**src/design/sm4_dynamic_password_defines.svh**
```systemverilog
// Assertion macros shared by the SM4 dynamic password RTL.
// Depends on nothing; each user module provides i_clk and i_rst_n.
`ifndef SM4_DYNAMIC_PASSWORD_DEFINES_SVH
`define SM4_DYNAMIC_PASSWORD_DEFINES_SVH
`ifndef NO_ASSERTIONS
// same-cycle implication
`define SDP_ASSERT_NOW(lbl, ante, cons, msg) \
    lbl: assert property (@(posedge i_clk) disable iff (!i_rst_n) (ante) |-> (cons)) \
        else $error(msg);
// next-cycle implication
`define SDP_ASSERT_NEXT(lbl, ante, cons, msg) \
    lbl: assert property (@(posedge i_clk) disable iff (!i_rst_n) (ante) |=> (cons)) \
        else $error(msg);
`else
`define SDP_ASSERT_NOW(lbl, ante, cons, msg)
`define SDP_ASSERT_NEXT(lbl, ante, cons, msg)
`endif
`endif

```
**src/design/sdp_pkg.sv**
```systemverilog
// Shared types, constants and SM4 helper functions for the dynamic password block.
// No dependencies.
`timescale 1ns / 1ps
`default_nettype none
package sdp_pkg;

    localparam int MIN_CHAL_DEF = 4;
    localparam int MAX_CHAL_DEF = 16;
    localparam int MAX_KEY_DEF  = 32;

    // configuration register indexes
    localparam logic [2:0] REG_KEY0   = 3'd0;
    localparam logic [2:0] REG_KEY1   = 3'd1;
    localparam logic [2:0] REG_KEY2   = 3'd2;
    localparam logic [2:0] REG_KEY3   = 3'd3;
    localparam logic [2:0] REG_KEYLEN = 3'd4;
    localparam logic [2:0] REG_TSTEP  = 3'd5;
    localparam logic [2:0] REG_DIGITS = 3'd6;

    typedef enum logic [3:0] {
        S_IDLE, S_CHECK, S_DIV, S_INIT, S_LOADK, S_RND, S_ADD, S_MODI, S_MOD, S_OUT
    } t_state;

    typedef struct packed {
        logic load;
        logic div_step;
        logic blk_init;
        logic blk_load;
        logic rnd_step;
        logic blk_add;
        logic mod_init;
        logic out_load;
    } t_cmd;

    typedef struct packed {
        logic err;
        logic need_div;
        logic div_last;
        logic rnd_last;
        logic blk_last;
    } t_status;

    localparam logic [7:0] SBOX [256] = '{
        8'hd6,8'h90,8'he9,8'hfe,8'hcc,8'he1,8'h3d,8'hb7,8'h16,8'hb6,8'h14,8'hc2,8'h28,8'hfb,8'h2c,8'h05,
        8'h2b,8'h67,8'h9a,8'h76,8'h2a,8'hbe,8'h04,8'hc3,8'haa,8'h44,8'h13,8'h26,8'h49,8'h86,8'h06,8'h99,
        8'h9c,8'h42,8'h50,8'hf4,8'h91,8'hef,8'h98,8'h7a,8'h33,8'h54,8'h0b,8'h43,8'hed,8'hcf,8'hac,8'h62,
        8'he4,8'hb3,8'h1c,8'ha9,8'hc9,8'h08,8'he8,8'h95,8'h80,8'hdf,8'h94,8'hfa,8'h75,8'h8f,8'h3f,8'ha6,
        8'h47,8'h07,8'ha7,8'hfc,8'hf3,8'h73,8'h17,8'hba,8'h83,8'h59,8'h3c,8'h19,8'he6,8'h85,8'h4f,8'ha8,
        8'h68,8'h6b,8'h81,8'hb2,8'h71,8'h64,8'hda,8'h8b,8'hf8,8'heb,8'h0f,8'h4b,8'h70,8'h56,8'h9d,8'h35,
        8'h1e,8'h24,8'h0e,8'h5e,8'h63,8'h58,8'hd1,8'ha2,8'h25,8'h22,8'h7c,8'h3b,8'h01,8'h21,8'h78,8'h87,
        8'hd4,8'h00,8'h46,8'h57,8'h9f,8'hd3,8'h27,8'h52,8'h4c,8'h36,8'h02,8'he7,8'ha0,8'hc4,8'hc8,8'h9e,
        8'hea,8'hbf,8'h8a,8'hd2,8'h40,8'hc7,8'h38,8'hb5,8'ha3,8'hf7,8'hf2,8'hce,8'hf9,8'h61,8'h15,8'ha1,
        8'he0,8'hae,8'h5d,8'ha4,8'h9b,8'h34,8'h1a,8'h55,8'had,8'h93,8'h32,8'h30,8'hf5,8'h8c,8'hb1,8'he3,
        8'h1d,8'hf6,8'he2,8'h2e,8'h82,8'h66,8'hca,8'h60,8'hc0,8'h29,8'h23,8'hab,8'h0d,8'h53,8'h4e,8'h6f,
        8'hd5,8'hdb,8'h37,8'h45,8'hde,8'hfd,8'h8e,8'h2f,8'h03,8'hff,8'h6a,8'h72,8'h6d,8'h6c,8'h5b,8'h51,
        8'h8d,8'h1b,8'haf,8'h92,8'hbb,8'hdd,8'hbc,8'h7f,8'h11,8'hd9,8'h5c,8'h41,8'h1f,8'h10,8'h5a,8'hd8,
        8'h0a,8'hc1,8'h31,8'h88,8'ha5,8'hcd,8'h7b,8'hbd,8'h2d,8'h74,8'hd0,8'h12,8'hb8,8'he5,8'hb4,8'hb0,
        8'h89,8'h69,8'h97,8'h4a,8'h0c,8'h96,8'h77,8'h7e,8'h65,8'hb9,8'hf1,8'h09,8'hc5,8'h6e,8'hc6,8'h84,
        8'h18,8'hf0,8'h7d,8'hec,8'h3a,8'hdc,8'h4d,8'h20,8'h79,8'hee,8'h5f,8'h3e,8'hd7,8'hcb,8'h39,8'h48
    };

    localparam logic [31:0] FK [4] = '{32'ha3b1bac6, 32'h56aa3350, 32'h677d9197, 32'hb27022dc};

    function automatic logic [31:0] tau(input logic [31:0] x);
        tau = {SBOX[x[31:24]], SBOX[x[23:16]], SBOX[x[15:8]], SBOX[x[7:0]]};
    endfunction

    function automatic logic [31:0] rotl(input logic [31:0] x, input int n);
        rotl = (x << n) | (x >> (32 - n));
    endfunction

    // round constant: byte j = (4*rnd + j) * 7, low 8 bits
    function automatic logic [31:0] sm4_ck(input logic [4:0] rnd);
        logic [31:0] ck;
        logic [7:0]  base;
        ck   = '0;
        base = {1'b0, rnd, 2'b00};
        for (int j = 0; j < 4; j++) begin
            ck = {ck[23:0], 8'((base + 8'(j)) * 8'd7)};
        end
        sm4_ck = ck;
    endfunction

    // 10^digits, saturating at nine digits
    function automatic logic [29:0] pow10(input logic [3:0] d);
        case (d)
            4'd0:    pow10 = 30'd1;
            4'd1:    pow10 = 30'd10;
            4'd2:    pow10 = 30'd100;
            4'd3:    pow10 = 30'd1000;
            4'd4:    pow10 = 30'd10000;
            4'd5:    pow10 = 30'd100000;
            4'd6:    pow10 = 30'd1000000;
            4'd7:    pow10 = 30'd10000000;
            4'd8:    pow10 = 30'd100000000;
            default: pow10 = 30'd1000000000;
        endcase
    endfunction

endpackage
`default_nettype wire

```
**src/design/sdp_ctrl.sv**
```systemverilog
// Sequencing state machine for the dynamic password block.
// Depends on sdp_pkg and sm4_dynamic_password_defines.svh.
`timescale 1ns / 1ps
`default_nettype none
`include "sm4_dynamic_password_defines.svh"
module sdp_ctrl
    import sdp_pkg::*;
(
    input  wire logic    i_clk,
    input  wire logic    i_rst_n,
    input  wire logic    i_in_valid,
    input  wire logic    i_out_free,
    input  wire t_status i_status,
    output logic         o_in_ready,
    output t_cmd         o_cmd
);

    t_state r_state, n_state;

    // state register
    always_ff @(posedge i_clk) begin
        if (!i_rst_n) begin
            r_state <= S_IDLE;
        end else begin
            r_state <= n_state;
        end
    end

    // next state
    always_comb begin
        n_state = r_state;
        case (r_state)
            S_IDLE:  if (i_in_valid) n_state = S_CHECK;
            S_CHECK: begin
                if (i_status.err)           n_state = S_OUT;
                else if (i_status.need_div) n_state = S_DIV;
                else                        n_state = S_INIT;
            end
            S_DIV:   if (i_status.div_last) n_state = S_INIT;
            S_INIT:  n_state = S_LOADK;
            S_LOADK: n_state = S_RND;
            S_RND:   if (i_status.rnd_last) n_state = S_ADD;
            S_ADD:   n_state = i_status.blk_last ? S_MODI : S_LOADK;
            S_MODI:  n_state = S_MOD;
            S_MOD:   if (i_status.div_last) n_state = S_OUT;
            S_OUT:   if (i_out_free) n_state = S_IDLE;
            default: n_state = S_IDLE;
        endcase
    end

    // commands
    always_comb begin
        o_cmd      = '0;
        o_in_ready = 1'b0;
        case (r_state)
            S_IDLE: begin
                o_in_ready = 1'b1;
                o_cmd.load = i_in_valid;
            end
            S_DIV, S_MOD: o_cmd.div_step = 1'b1;
            S_INIT:  o_cmd.blk_init = 1'b1;
            S_LOADK: o_cmd.blk_load = 1'b1;
            S_RND:   o_cmd.rnd_step = 1'b1;
            S_ADD:   o_cmd.blk_add  = 1'b1;
            S_MODI:  o_cmd.mod_init = 1'b1;
            S_OUT:   o_cmd.out_load = i_out_free;
            default: o_cmd = '0;
        endcase
    end

    `SDP_ASSERT_NEXT(a_load_check, o_cmd.load, r_state == S_CHECK, "load not followed by check")
    `SDP_ASSERT_NOW(a_out_slot, o_cmd.out_load, i_out_free, "result loaded into busy slot")
    `SDP_ASSERT_NEXT(a_err_out, (r_state == S_CHECK) && i_status.err, r_state == S_OUT,
        "rejected request did not go to output")

endmodule
`default_nettype wire

```
**config.mk**
```make
export PLATFORM = sky130hd
export DESIGN_NAME = sdp_ctrl
export DESIGN_NICKNAME = d
export VERILOG_FILES = /design/src/design/sdp_pkg.sv /design/src/design/sdp_ctrl.sv
export VERILOG_INCLUDE_DIRS = /design/src /design/src/design
export SDC_FILE = /design/constraint.sdc
export NUM_CORES = 1
export LEC_CHECK = 0
export BUFFER_PORTS_ARGS = -buffer_cell sky130_fd_sc_hd__buf_2
export CAP_MARGIN = 10
export CORE_AREA = 2 2 39 41
export CTS_BUF_LIST = sky130_fd_sc_hd__clkbuf_16
export DETAILED_ROUTE_END_ITERATION = 8
export DIE_AREA = 0 0 41 43
export HOLD_SLACK_MARGIN = 0.12
export MAX_ROUTING_LAYER = met4
export REMOVE_ABC_BUFFERS = 1
export SLEW_MARGIN = 20
export SYNTH_ARGS = -nofsm -noshare
export SYNTH_HDL_FRONTEND = slang
export SYNTH_SLANG_ARGS = --single-unit
```
**constraint.sdc**
```tcl
create_clock -name i_clk -period 1.8 [get_ports i_clk]
set_clock_uncertainty 0.1 [all_clocks]
set_input_delay 0 -clock i_clk [delete_from_list [all_inputs] [get_ports i_clk]]
set_output_delay 0 -clock i_clk [all_outputs]
set_load 0.1 [all_outputs]
```
==> impl_metrics.py, run 1 <==
metrics = {
    "yosys": {
        "ys_seq_area_frac": 0.225,
        "yosysTopAreaCellShare": 0.225,
        "synth.most_common_cell": "nor2_1",
        "syn_inst": 54,
        "yosysUniqueCellTypes": 26,
        "syn_avg_cell_area_um2": 6.58,
        "ys_warn_count": 0,
        "synth_commonest_cells": "10 x nor2_1, 7 x nand2_1, 4 x dfxtp_1, 4 x nor3_1",
        "syn_area_um2": 355,
        "yosys_register_bits": 4,
        "ys_top_cells_by_area": "dfxtp_1 23%, nor2_1 11%, nand2_1 7.4%",
        "synth_edf_count": 0,
        "yosysTopAreaCell": "dfxtp_1",
        "synthArstFlopShare": 0,
        "synthFlopType": "dfxtp_1",
    },
    "sta": {
        "holdWs_ps": 141,
        "period_minus_slack_ps": 1670,
        "final_max_slew_viol_count": 0,
        "fmax_mhz": 599,
        "worst_pin_slew_ps": 494,
        "final-setup-viol-count": 0,
        "rsz0062_at_grt": "false",
        "tns_ps": 0,
        "hold_viol_final": 0,
        "maxSlewHeadroom": 0.671,
        "period_share": 0.928,
    },
    "place": {
        "placedCellCount": 87,
        "dp_hpwl_um": 665,
        "place_congestion": 0.720,
        "io_buffers": 17,
    },
    "global_routing": {
        "grt_pass1_wl_um": 1330,
        "track_usage": 0.119,
        "grt_pass1_vias": 341,
        "grt_overflow_total": 0,
        "antenna_found_initial": 0,
        "grt_max_degree": 16,
    },
    "clock_tree": {
        "cts_sinks": 4,
        "clockBufferDepth": 2,
        "cts.htree.levels": 1,
        "insertion_delay_ps": 230,
        "worst_setup_hold_path_clk_slew_ps": 30,
        "cts_tree": "yes",
        "cts_buffers": 3,
        "clockRootBuffer": "clkbuf_16",
        "post_cts.repair.setup_buffers": 0,
    },
    "detailed_routing": {
        "drt_drc_violations_left": 0,
        "first_pass_iters": 2,
        "vias_per_cell": 4.71,
        "wirelength_um": 921,
        "routedWlPerCell_um": 9.90,
        "antenna_left": 0,
        "vias": 438,
        "first_iter_violations": 1,
    },
    "finish": {
        "n_antenna_cell": 0,
        "final_util": 0.432,
        "syn_to_final_growth_pct": 68.3,
        "stdcell_count": 93,
        "fin_nets": 88,
        "largest_reg_flops": 4,
        "largest_registers": "r_state (4)",
        "drive_gt1_frac": 0.325,
        "regMostFlops": "r_state",
    },
    "die": {
        "io_pins": 18,
        "start_util": 0.257,
        "die_y_um": 43,
        "die_area_um2": 1760,
        "design.core.area_um2": 1380,
        "row_count": 14,
        "die_x_um": 41,
    },
    "worst_setup_path": {
        "path_delay_family": "flip-flops",
        "critPathMaxFanout": 15,
        "path_cells": "nand2_1 -> nor3_1 -> buf_2",
        "cpMaxStageDelayCell": "dfxtp_1",
        "crit_type": "reg -> out",
        "rrSetupSlack_ps": 180,
        "slowest_delay_ps": 620,
        "crit_arrival_ps": 1570,
        "crit_path_end_kind": "output port",
        "critical_path_buf_inv_count": 1,
        "setup.worst_path.start_class": "flop",
        "required_ps": 1700,
    },
    "power_and_ir_drop": {
        "p_total_mw": 0.925,
        "leakage_nw": 0.281,
        "powerDensity_nw_per_um2": 1550,
        "ir_drop_uv": 562,
    },
    "outcome": {
        "status": "complete, no violations",
    },
    "flow_run": {
        "max_cap_viol_count": 0,
    },
    "min_path": {
        "hp-class": "in -> reg",
    },
}
-- layout by cell type, fill, tap and decap left out, drive strengths merged, types with 2 or more instances in the layout --
cell type / synthesis / routed
nor2: 10 / 10
dfxtp: 4 / 4
nand2: 7 / 7
buf: 2 / 19
nand2b: 3 / 3
dlygate4sd3: 0 / 3
clkbuf: 2 / 5
a21oi: 3 / 3
or3: 2 / 2
nor3: 4 / 4
-- metrics by stage --
step / setup WS, ps / instance area, um2
finish: 129 / 598
global route: 46.9 / 598
CTS: 98.1 / 593
global placement: 190 / 488
detailed placement: 180 / 488
floorplan: -2730 / 338
-- layer usage --
metal  up-vias  GRT usage  wire length (um)
met3         2     0.0314                48
li1        235          -                 -
met2        14      0.178               428
met1       187      0.122               426
met5         -          -                 0
met4         0      0.100                18
-- path summary, 6_finish.rpt --
| path | startpoint | to | depth (start not counted) |
|---|---|---|---|
| setup / recovery | r_state[2] | o_cmd[3] | 3 |
| hold / removal | i_status[3] | r_state[0] | 5 |
| setup reg to reg | r_state[0] | r_state[0] | 5 |
| hold reg to reg | r_state[3] | r_state[2] | 3 |
-- cell type report --
type | count | area, um2
inverter | 1 | 3.75
multi-input combinational | 45 | 254
clock buffer | 3 | 75.1
sequential | 4 | 80.1
tap | 16 | 20.0
fill | 133 | 786
timing repair buffer | 24 | 165
-- where the power goes --
group          switching, mW  internal [mW]  leakage, nW
registers             0.0238          0.105       0.0329
clock network         0.0669          0.284       0.0370
logic                  0.304          0.140        0.211
-- worst reg2reg max path, cell delays in order, from the launching register on --
cell     delay [ps]
dfxtp_1         300
buf_4           170
or4_1           470
a31oi_1         210
mux2i_1         200
nor2_1           50
-- what timing repair did --
action,4_1_cts,5_1_grt
resized for setup,0,2
endpoints found under the setup margin,0,2
hold buffers,3,0
endpoints found under the hold margin,4,0
-- cell families (layout without fill, tap and decap cells) --
| group | after synthesis | after routing | share of synthesized area |
|---|---|---|---|
| and+or+nand+nor | 31 | 31 | 0.419 |
| AOI/OAI and AO/OA | 10 | 10 | 0.187 |
| buffers and inverters | 5 | 28 | 0.0599 |
| DFF | 4 | 4 | 0.225 |
| xor gates and xnor gates | 2 | 2 | 0.0493 |
| muxes | 2 | 2 | 0.0599 |
No activity file was read; power rests on OpenSTA's default activity.
==> run 2, diff against run 1 <==
==> constraint.sdc (replaced) <==
create_clock -name i_clk -period 1.8 [get_ports i_clk]
set_clock_uncertainty 0.1 [all_clocks]
set_input_delay 0.36 -clock i_clk [delete_from_list [all_inputs] [get_ports i_clk]]
set_output_delay 0.36 -clock i_clk [all_outputs]
set_load 0.1 [all_outputs]
==> run 2 against run 1 <==
Effect of this change: register-to-register slack worse by 60 ps; sequential power increased by 8%; combinational power rose by 20%; clock-buffer cell count unchanged; non-clock buffer count decreased by 2; sequential share of layout area decreased by 1.8 points; worst setup slack got worse by 120 ps; core utilization rose by 8.2 points; global-route usage increased by 1.8 points; die area is the same; design area is 19% higher; largest cell class unchanged; highest routed layer unchanged.
==> impl_metrics.py, run 2 (synthesis results as in run 1) <==
metrics = {
    "power_and_ir_drop": {
        "intPower_mw": 0.604,
        "switching_share": 0.406,
        "leakage_nw": 0.305,
        "seq_power_share": 0.137,
        "powerDensity_nw_per_um2": 1430,
        "clkPwrFrac": 0.339,
        "ir_drop_uv": 773,
        "p_comb_frac": 0.524,
        "p_sw_mw": 0.412,
    },
    "finish": {
        "drive_gt1_frac": 0.427,
        "layout_common_cells": "9 x nor2_1, 9 x buf_12, 8 x buf_2",
        "regMostFlops": "r_state",
        "largest_registers": "r_state (4)",
        "fin_nets": 86,
        "largest_reg_flops": 4,
        "syn_to_final_growth_pct": 100,
        "fill_cells": 131,
        "n_antenna_cell": 0,
    },
    "place": {
        "place_congestion": 0.785,
        "dp_slack_ps": 61.4,
        "io_buffers": 17,
        "dp_hpwl_um": 711,
    },
    "detailed_routing": {
        "wirelength_um": 925,
        "first_pass_iters": 4,
        "antenna_left": 0,
        "vias_per_cell": 4.84,
        "routedWlPerCell_um": 10.2,
        "first_iter_violations": 4,
        "drt_drc_violations_left": 0,
        "vias": 440,
    },
    "worst_setup_path": {
        "setup.worst_path.start_class": "flop",
        "cp-endpoint": "o_cmd[3]",
        "crit_type": "reg -> out",
        "reg2regPathDepth": 5,
        "rr_endpoint": "r_state[0]",
        "critPathMaxFanout": 8,
        "crit_arrival_ps": 1330,
        "required_ps": 1340,
        "startpoint": "r_state[0]",
        "timing.rr.start": "r_state[0]",
        "crit_path_end_kind": "output port",
        "rrSetupSlack_ps": 120,
    },
    "sta": {
        "setup_ws_ps": 6.78,
        "fmax_mhz": 558,
        "hold_viol_final": 0,
        "final_max_slew_viol_count": 0,
        "rsz0062_at_grt": "true",
        "worst_pin_slew_ps": 363,
        "holdWs_ps": 293,
        "period_minus_slack_ps": 1790,
        "maxSlewHeadroom": 0.756,
        "period_share": 0.996,
        "final-setup-viol-count": 0,
    },
    "global_routing": {
        "track_usage": 0.138,
        "grt_max_degree": 13,
        "grt_pass1_vias": 336,
        "grt_overflow_total": 0,
        "grt_pass1_wl_um": 1520,
        "antenna_found_initial": 0,
    },
    "clock_tree": {
        "worst_setup_hold_path_clk_slew_ps": 30,
        "holdBufCountCts": 0,
        "cts_sinks": 4,
        "clockBufferDepth": 2,
        "cts_tree": "yes",
        "cts_buffers": 3,
        "insertion_delay_ps": 220,
        "clockRootBuffer": "clkbuf_16",
        "cts.htree.levels": 1,
    },
    "flow_run": {
        "max_cap_viol_count": 0,
    },
    "die": {
        "die_area_um2": 1760,
        "design.core.area_um2": 1380,
        "row_count": 14,
        "io_pins": 18,
        "start_util": 0.257,
        "die_y_um": 43,
        "die_x_um": 41,
    },
    "outcome": {
        "status": "complete, no violations",
    },
    "min_path": {
        "hp-class": "in -> reg",
        "hp-start": "i_rst_n",
    },
}
[run 2: per-stage QoR]
step	std cells	setup TNS [ps]	utilization	power [mW]	area, um2
after global routing	91	-152	0.514	1.06	712
after CTS	91	-29.4	0.512	1.02	708
after global placement	88	0	0.445	0.654	616
after detailed placement	88	0	0.445	0.661	616
after floorplan	50	-12410	-	0.455	338
final	91	0	0.514	1.02	712
[run 2: worst min-delay path by stage]
stage                      end  slack [ps]  cells after the start
finish              r_state[1]         290                      3
global route        r_state[1]         310                      3
CTS                 r_state[1]         300                      3
detailed placement  r_state[1]         530                      3
global placement    r_state[2]         540                      3
floorplan           r_state[1]         410                      2
[run 2: worst max-delay path, stage by stage (launching register included)]
cell and delay (ps):
dfxtp_1 360, buf_4 170, nand2_1 70, nor3_1 290
buf_12 220
[run 2: what timing repair did]
item                                    CTS  global route
gates cloned                              0             0
resized for setup                         4             2
setup buffers                             0             0
endpoints found under the setup margin    5             4
[run 2: per-layer routing]
layer	part of all wire	track usage	routed length, um	vias to the layer above
met3	0.059	0.0314	55	6
met4	0.048	0.140	44	0
met1	0.42	0.169	391	189
li1	-	-	-	228
met5	0	-	0	-
met2	0.47	0.169	433	17
[run 2: layout make-up]
cell class / count / area [um2] / share of cell area
flip-flops and latches: 4 / 82.6 / 0.116
repair buffers: 22 / 258 / 0.362
inverters: 1 / 3.75 / 0.00527
multi-input cells: 45 / 273 / 0.383
well taps: 16 / 20.0 / 0.0281
clock buffers: 3 / 75.1 / 0.105
[run 2: power groups by stage]
stage          Combinational (mW)  Sequential (mW)  Clock [mW]
2_1_floorplan               0.306            0.149           0
3_3_place_gp                0.520            0.134           0
3_5_place_dp                0.525            0.136           0
4_1_cts                     0.535            0.138       0.346
5_1_grt                     0.561            0.144       0.357
6_report                    0.532            0.139       0.345
